<file path="src/sv/byte_ring_fifo_chunked_read_top_macros.svh">
// assertion helpers used by the ring fifo back engine
`ifndef BYTE_RING_FIFO_CHUNKED_READ_TOP_MACROS_SVH
`define BYTE_RING_FIFO_CHUNKED_READ_TOP_MACROS_SVH

// same-cycle implication, disabled during reset
`define BRFCR_ASSERT(lbl, clk, rst_n, ante, cons, msg) \
    lbl: assert property (@(posedge clk) disable iff (!(rst_n)) (ante) |-> (cons)) \
        else $error(msg);

// next-cycle implication, disabled during reset
`define BRFCR_ASSERT_NEXT(lbl, clk, rst_n, ante, cons, msg) \
    lbl: assert property (@(posedge clk) disable iff (!(rst_n)) (ante) |=> (cons)) \
        else $error(msg);

`endif

</file>
<file path="src/sv/brfcr_pkg.sv">
package brfcr_pkg;

    localparam int DEPTH_DEF = 16384;
    localparam int CHUNK_DEF = 32;

    localparam int ACTION_W = 2;
    localparam int DATA_W   = 8;
    localparam int LEN_W    = 14;
    localparam int STAT_W   = 2;
    localparam int SIZE_W   = 6;
    localparam int REM_W    = 10;

    // request actions
    localparam logic [ACTION_W-1:0] ACT_PUT   = 2'd0;
    localparam logic [ACTION_W-1:0] ACT_GET   = 2'd1;
    localparam logic [ACTION_W-1:0] ACT_PURGE = 2'd2;
    localparam logic [ACTION_W-1:0] ACT_QUERY = 2'd3;

    // result status codes
    localparam logic [STAT_W-1:0] STAT_OK      = 2'd0;
    localparam logic [STAT_W-1:0] STAT_REFUSED = 2'd1;
    localparam logic [STAT_W-1:0] STAT_PURGED  = 2'd2;
    localparam logic [STAT_W-1:0] STAT_EMPTY   = 2'd3;

    typedef struct packed {
        logic [ACTION_W-1:0] action;
        logic [DATA_W-1:0]   data_in;
        logic                first_of_block;
        logic [LEN_W-1:0]    block_length;
    } t_in;

    typedef struct packed {
        logic [STAT_W-1:0] status;
        logic [DATA_W-1:0] data_out;
        logic              is_last;
        logic [SIZE_W-1:0] chunk_size;
        logic [REM_W-1:0]  chunks_remaining;
    } t_out;

    // classified request handed from front to back
    typedef struct packed {
        logic [ACTION_W-1:0] action;
        logic [DATA_W-1:0]   data;
        logic                opens;
        logic [LEN_W-1:0]    len;
    } t_cmd;

endpackage

</file>
<file path="src/sv/brfcr_front.sv">
module brfcr_front (
    input  logic             i_clk,
    input  logic             i_rst_n,
    input  logic             i_in_valid,
    output logic             o_in_ready,
    input  brfcr_pkg::t_in   i_in_data,
    output logic             o_cmd_valid,
    input  logic             i_cmd_pop,
    output brfcr_pkg::t_cmd  o_cmd
);
    import brfcr_pkg::*;

    t_cmd       r_q [2];
    logic       r_head;
    logic       r_tail;
    logic [1:0] r_count;
    logic [1:0] n_count;
    t_cmd       w_cmd;
    logic       w_push;

    // a byte without first_of_block counts as a one-byte block if none is open
    always_comb begin
        w_cmd.action = i_in_data.action;
        w_cmd.data   = i_in_data.data_in;
        w_cmd.opens  = i_in_data.first_of_block;
        w_cmd.len    = i_in_data.first_of_block ? i_in_data.block_length : LEN_W'(1);
    end

    assign o_in_ready  = (r_count != 2'd2);
    assign w_push      = i_in_valid && o_in_ready;
    assign o_cmd_valid = (r_count != 2'd0);
    assign o_cmd       = r_q[r_head];

    always_comb begin
        n_count = r_count;
        if (w_push && !i_cmd_pop) begin
            n_count = r_count + 2'd1;
        end else if (!w_push && i_cmd_pop) begin
            n_count = r_count - 2'd1;
        end
    end

    always_ff @(posedge i_clk) begin
        if (!i_rst_n) begin
            r_head  <= 1'b0;
            r_tail  <= 1'b0;
            r_count <= 2'd0;
        end else begin
            r_count <= n_count;
            if (w_push) begin
                r_tail <= ~r_tail;
            end
            if (i_cmd_pop) begin
                r_head <= ~r_head;
            end
        end
    end

    always_ff @(posedge i_clk) begin
        if (w_push) begin
            r_q[r_tail] <= w_cmd;
        end
    end

endmodule

</file>
<file path="config.mk">
export PLATFORM = sky130hd
export DESIGN_NAME = brfcr_front
export DESIGN_NICKNAME = d
export VERILOG_FILES = /design/src/sv/byte_ring_fifo_chunked_read_top_macros.svh /design/src/sv/brfcr_pkg.sv /design/src/sv/brfcr_front.sv
export SDC_FILE = /design/constraint.sdc
export NUM_CORES = 1
export LEC_CHECK = 0
export BUFFER_PORTS_ARGS = -buffer_cell sky130_fd_sc_hd__buf_2
export CORE_MARGIN = 5
export CORE_UTILIZATION = 46
export CTS_CLUSTER_SIZE = 16
export DETAILED_ROUTE_END_ITERATION = 10
export PLACE_DENSITY_LB_ADDON = 0.08
export SYNTH_ARGS = -nofsm -noshare
export SYNTH_HDL_FRONTEND = slang
export SYNTH_SLANG_ARGS = --single-unit
</file>
<file path="constraint.sdc">
create_clock -name i_clk -period 1.5 [get_ports i_clk]
set_input_delay 0.225 -clock i_clk [delete_from_list [all_inputs] [get_ports i_clk]]
set_output_delay 0.225 -clock i_clk [all_outputs]
set_load 0.005 [all_outputs]
</file>
==> impl_results.md <==
* DR WL/cell at 17.5 um
* Sequential area share after synthesis at roughly three quarters
* GRT Residual Overflow at 0
* Nets at 216
* Post-synthesis adder-cell area fraction at 0.586%
* Failing checks: negative setup slack
* GRT met2 Usage at 23.6%
* Starting density of the core at between 40% and 50%
* Final core utilization at 67.2%
* DR vias/cell at approximately 5.1
* Vias at 1,207
* Slew at the pin closest to its max-slew limit at 252 ps
* Maximum root-to-sink buffer count at 2
* Diodes inserted at 0
* Mapped cell area at 2140 sq um
* Number of synthesized register bits at 55
* Detailed Place HPWL at 2610 um
* Leakage at 1.20 nW
* Max Freq at roughly 0.64 GHz
* GRT Total Usage at 13.1%
* Critical Path Start Type: flip-flop
* Type of the tightest min-delay check: in2reg
* Met1 Usage GRT at between 10% and 20%
* Largest net degree at the start of global routing at 17
* Post-Syn Nets at roughly 150
* DR iter-0 viols at 53
* Die height at around 80 um
* Maximum VDD drop at 0.000801 V
* RSZ-0062 raised after global routing: true
* Final Skew at 7.60 ps
* Root buf cell: clkbuf_8
* IO Pins at 56
* Synthesis-to-layout area growth at 39.8%
* GR peak layer: met2
* Clk Latency, worst-skew pair at 300 ps
* Fin crit period at 1570 ps
* Share of layout cells above drive strength 1 at 58.3%
* Total Routed Length at approximately 4200 um
* Post-Synth Simple-Gate Area at under 10%
* Slew margin rel. at between 80 and 90%
* Post-synthesis mux area share at 13.2%
* Status: finished, violations left
* Port Buffers at 55
* Slew Limit Fails at 0
* Setup violators final at 25
* DRC violations left at 0
* Worst setup EP type: output pin
* Worst Path Required at 1270 ps
* WHS at between 100 and 150 ps
* Post-synth cell types at 21
* Reg power frac at 51.6%
* Clock network fraction of total power at about 25%
* Data arrival, critical path at about 1300 ps
* MaxCap Viol Count at 0
* Pwr/cell area at about 1200 nW/um^2
* Filler cells at around 320
* Combinational share of power at between 20% and 30%
* Initial antenna violation count at 0
* Final Cycle Share at 105%
* Number of global-route vias before repair at 1,300
* Met3 GRT Util at 3.32%
* Yosys warns at 0
* CTS tree: yes
* Int Power at 2.88 mW
* Net Switching at 0.829 mW
* Core Region at between 4000 and 5000 sq um
* Cells after Synth at 117
* Htree depth at 2
* Power, Total at 3.71 mW
* Mean Syn Cell Area at 18.3 sq um
* Die area at about 6100 sq um
* RD Place Congestion at between 0.6 and 0.7
* CTS Buf Count at 5
* Placed Instances at 226
* Crit Path Category: reg2out
* Largest family of logic cells by synthesized area: multiplexers
* Commonest cells after routing, fill and taps aside: edfxtp_1 (50), buf_2 (32), mux2_4 (23), buf_6 (23), and2_1 (16)
* Commonest non-fill, non-tap cell in the layout: edfxtp_1
* Net Sw Frac at 22.3%
* Post-DRT Antenna Nets at 0
* XOR/XNOR Fraction of Synth Area at 1.23%
* Crit path max fanout at 6
* Global-route wire length before repair at 6130 um
* Finished Layout Cells at roughly 240
* Compound-Gate Fraction of Synth Area at 1.41%
* Final worst slack at -69.9 ps
* Register clock-pin slew on the reported worst setup and hold paths at 90 ps
* Sink Count at 55
* Die Wd at around 80 um
* First-pass DRT Iterations at 4
* Number of placement rows at 24
* Final hold vios at 0
* Setup TNS at -1270 ps
-- metal layers --
layer	wire [um]	share of wire (%)
met4	66	1.6
met5	0	0
met3	236	5.6
met1	1720	41
met2	2160	52
-- cell usage after synthesis --
master / count / share of area [%]
buf_4: 2 / 0.70
a21boi_1: 1 / 0.35
o21ai_0: 1 / 0.23
xor2_1: 2 / 0.82
and2_1: 17 / 5.0
nand3b_1: 1 / 0.35
a21bo_2: 1 / 0.47
buf_2: 1 / 0.23
nand2b_1: 1 / 0.29
and3_1: 1 / 0.29
xnor2_1: 1 / 0.41
edfxtp_1: 50 / 70
mux2_2: 25 / 13
dfxtp_1: 5 / 4.7
nand2b_4: 1 / 0.64
or3_1: 1 / 0.29
a21boi_0: 1 / 0.35
or2_2: 1 / 0.29
ha_1: 1 / 0.59
inv_1: 2 / 0.35
clkbuf_1: 1 / 0.18
-- critical path, cell delays in order, from the launching register on --
cell and delay (ps):
dfxtp_4 440, clkbuf_16 190, mux2_4 310, buf_6 120
-- power groups by stage --
stage / Sequential (mW) / Combinational (mW) / Clock (mW)
CTS: 1.91 / 0.687 / 0.963
detailed placement: 1.94 / 0.597 / 0
global route: 1.93 / 0.923 / 1.03
global placement: 1.92 / 0.576 / 0
finish: 1.92 / 0.862 / 0.935
floorplan: 1.92 / 0.320 / 0
-- repair_timing --
action / CTS / global route
pin swaps: 1 / 3
cloned: 1 / 2
endpoints found under the setup margin: 26 / 26
hold buffers: 0 / 0
setup buffers: 0 / 2
gates resized for setup: 19 / 35
endpoints found under the hold margin: 0 / 0
-- cell families (layout without fill, tap and decap cells) --
| logic type | count (synthesis) | count (layout) |
|---|---|---|
| adder cells (fa/ha/maj) | 1 | 1 |
| AND/OR/NAND/NOR | 23 | 23 |
| XOR/XNOR | 3 | 3 |
| flip-flops | 55 | 55 |
| buffers and inverters | 6 | 76 |
| AO/OA/AOI/OAI | 4 | 4 |
| multiplexers | 25 | 25 |
-- per-stage QoR --
step | cell area [sq um] | setup WS [ps]
global route | 2990 | -114
CTS | 2750 | -69.8
floorplan | 2140 | 45.2
global placement | 2530 | 58.8
finish | 2990 | -69.9
detailed placement | 2530 | -57.3
-- flip-flops by register name (all words and copies together) (netlist names), named ones only --
register	flops
r_head	1
r_count	2
r_q	50
r_tail	1
-- worst paths after layout --
check	start	to	slack, ps	cells after the start
hold / removal	i_in_data[19]	r_q[1][19]	110	1
setup reg to reg	r_count[0]	r_count[1]	20	6
hold reg to reg	r_count[1]	r_count[1]	520	2
setup / recovery	flip-flop	o_cmd[3]	-70	3
-- cell type report --
class	instances	area, sq um	share of cell area, %
multi-input cells	56	613	20.5
flip-flops and latches	55	1610	53.8
inverters	2	11.3	0.377
repair buffers	66	582	19.5
clock inverters	3	38.8	1.30
well taps	52	65.1	2.18
clock buffers	5	68.8	2.30
(Power assumes the default switching activity.)
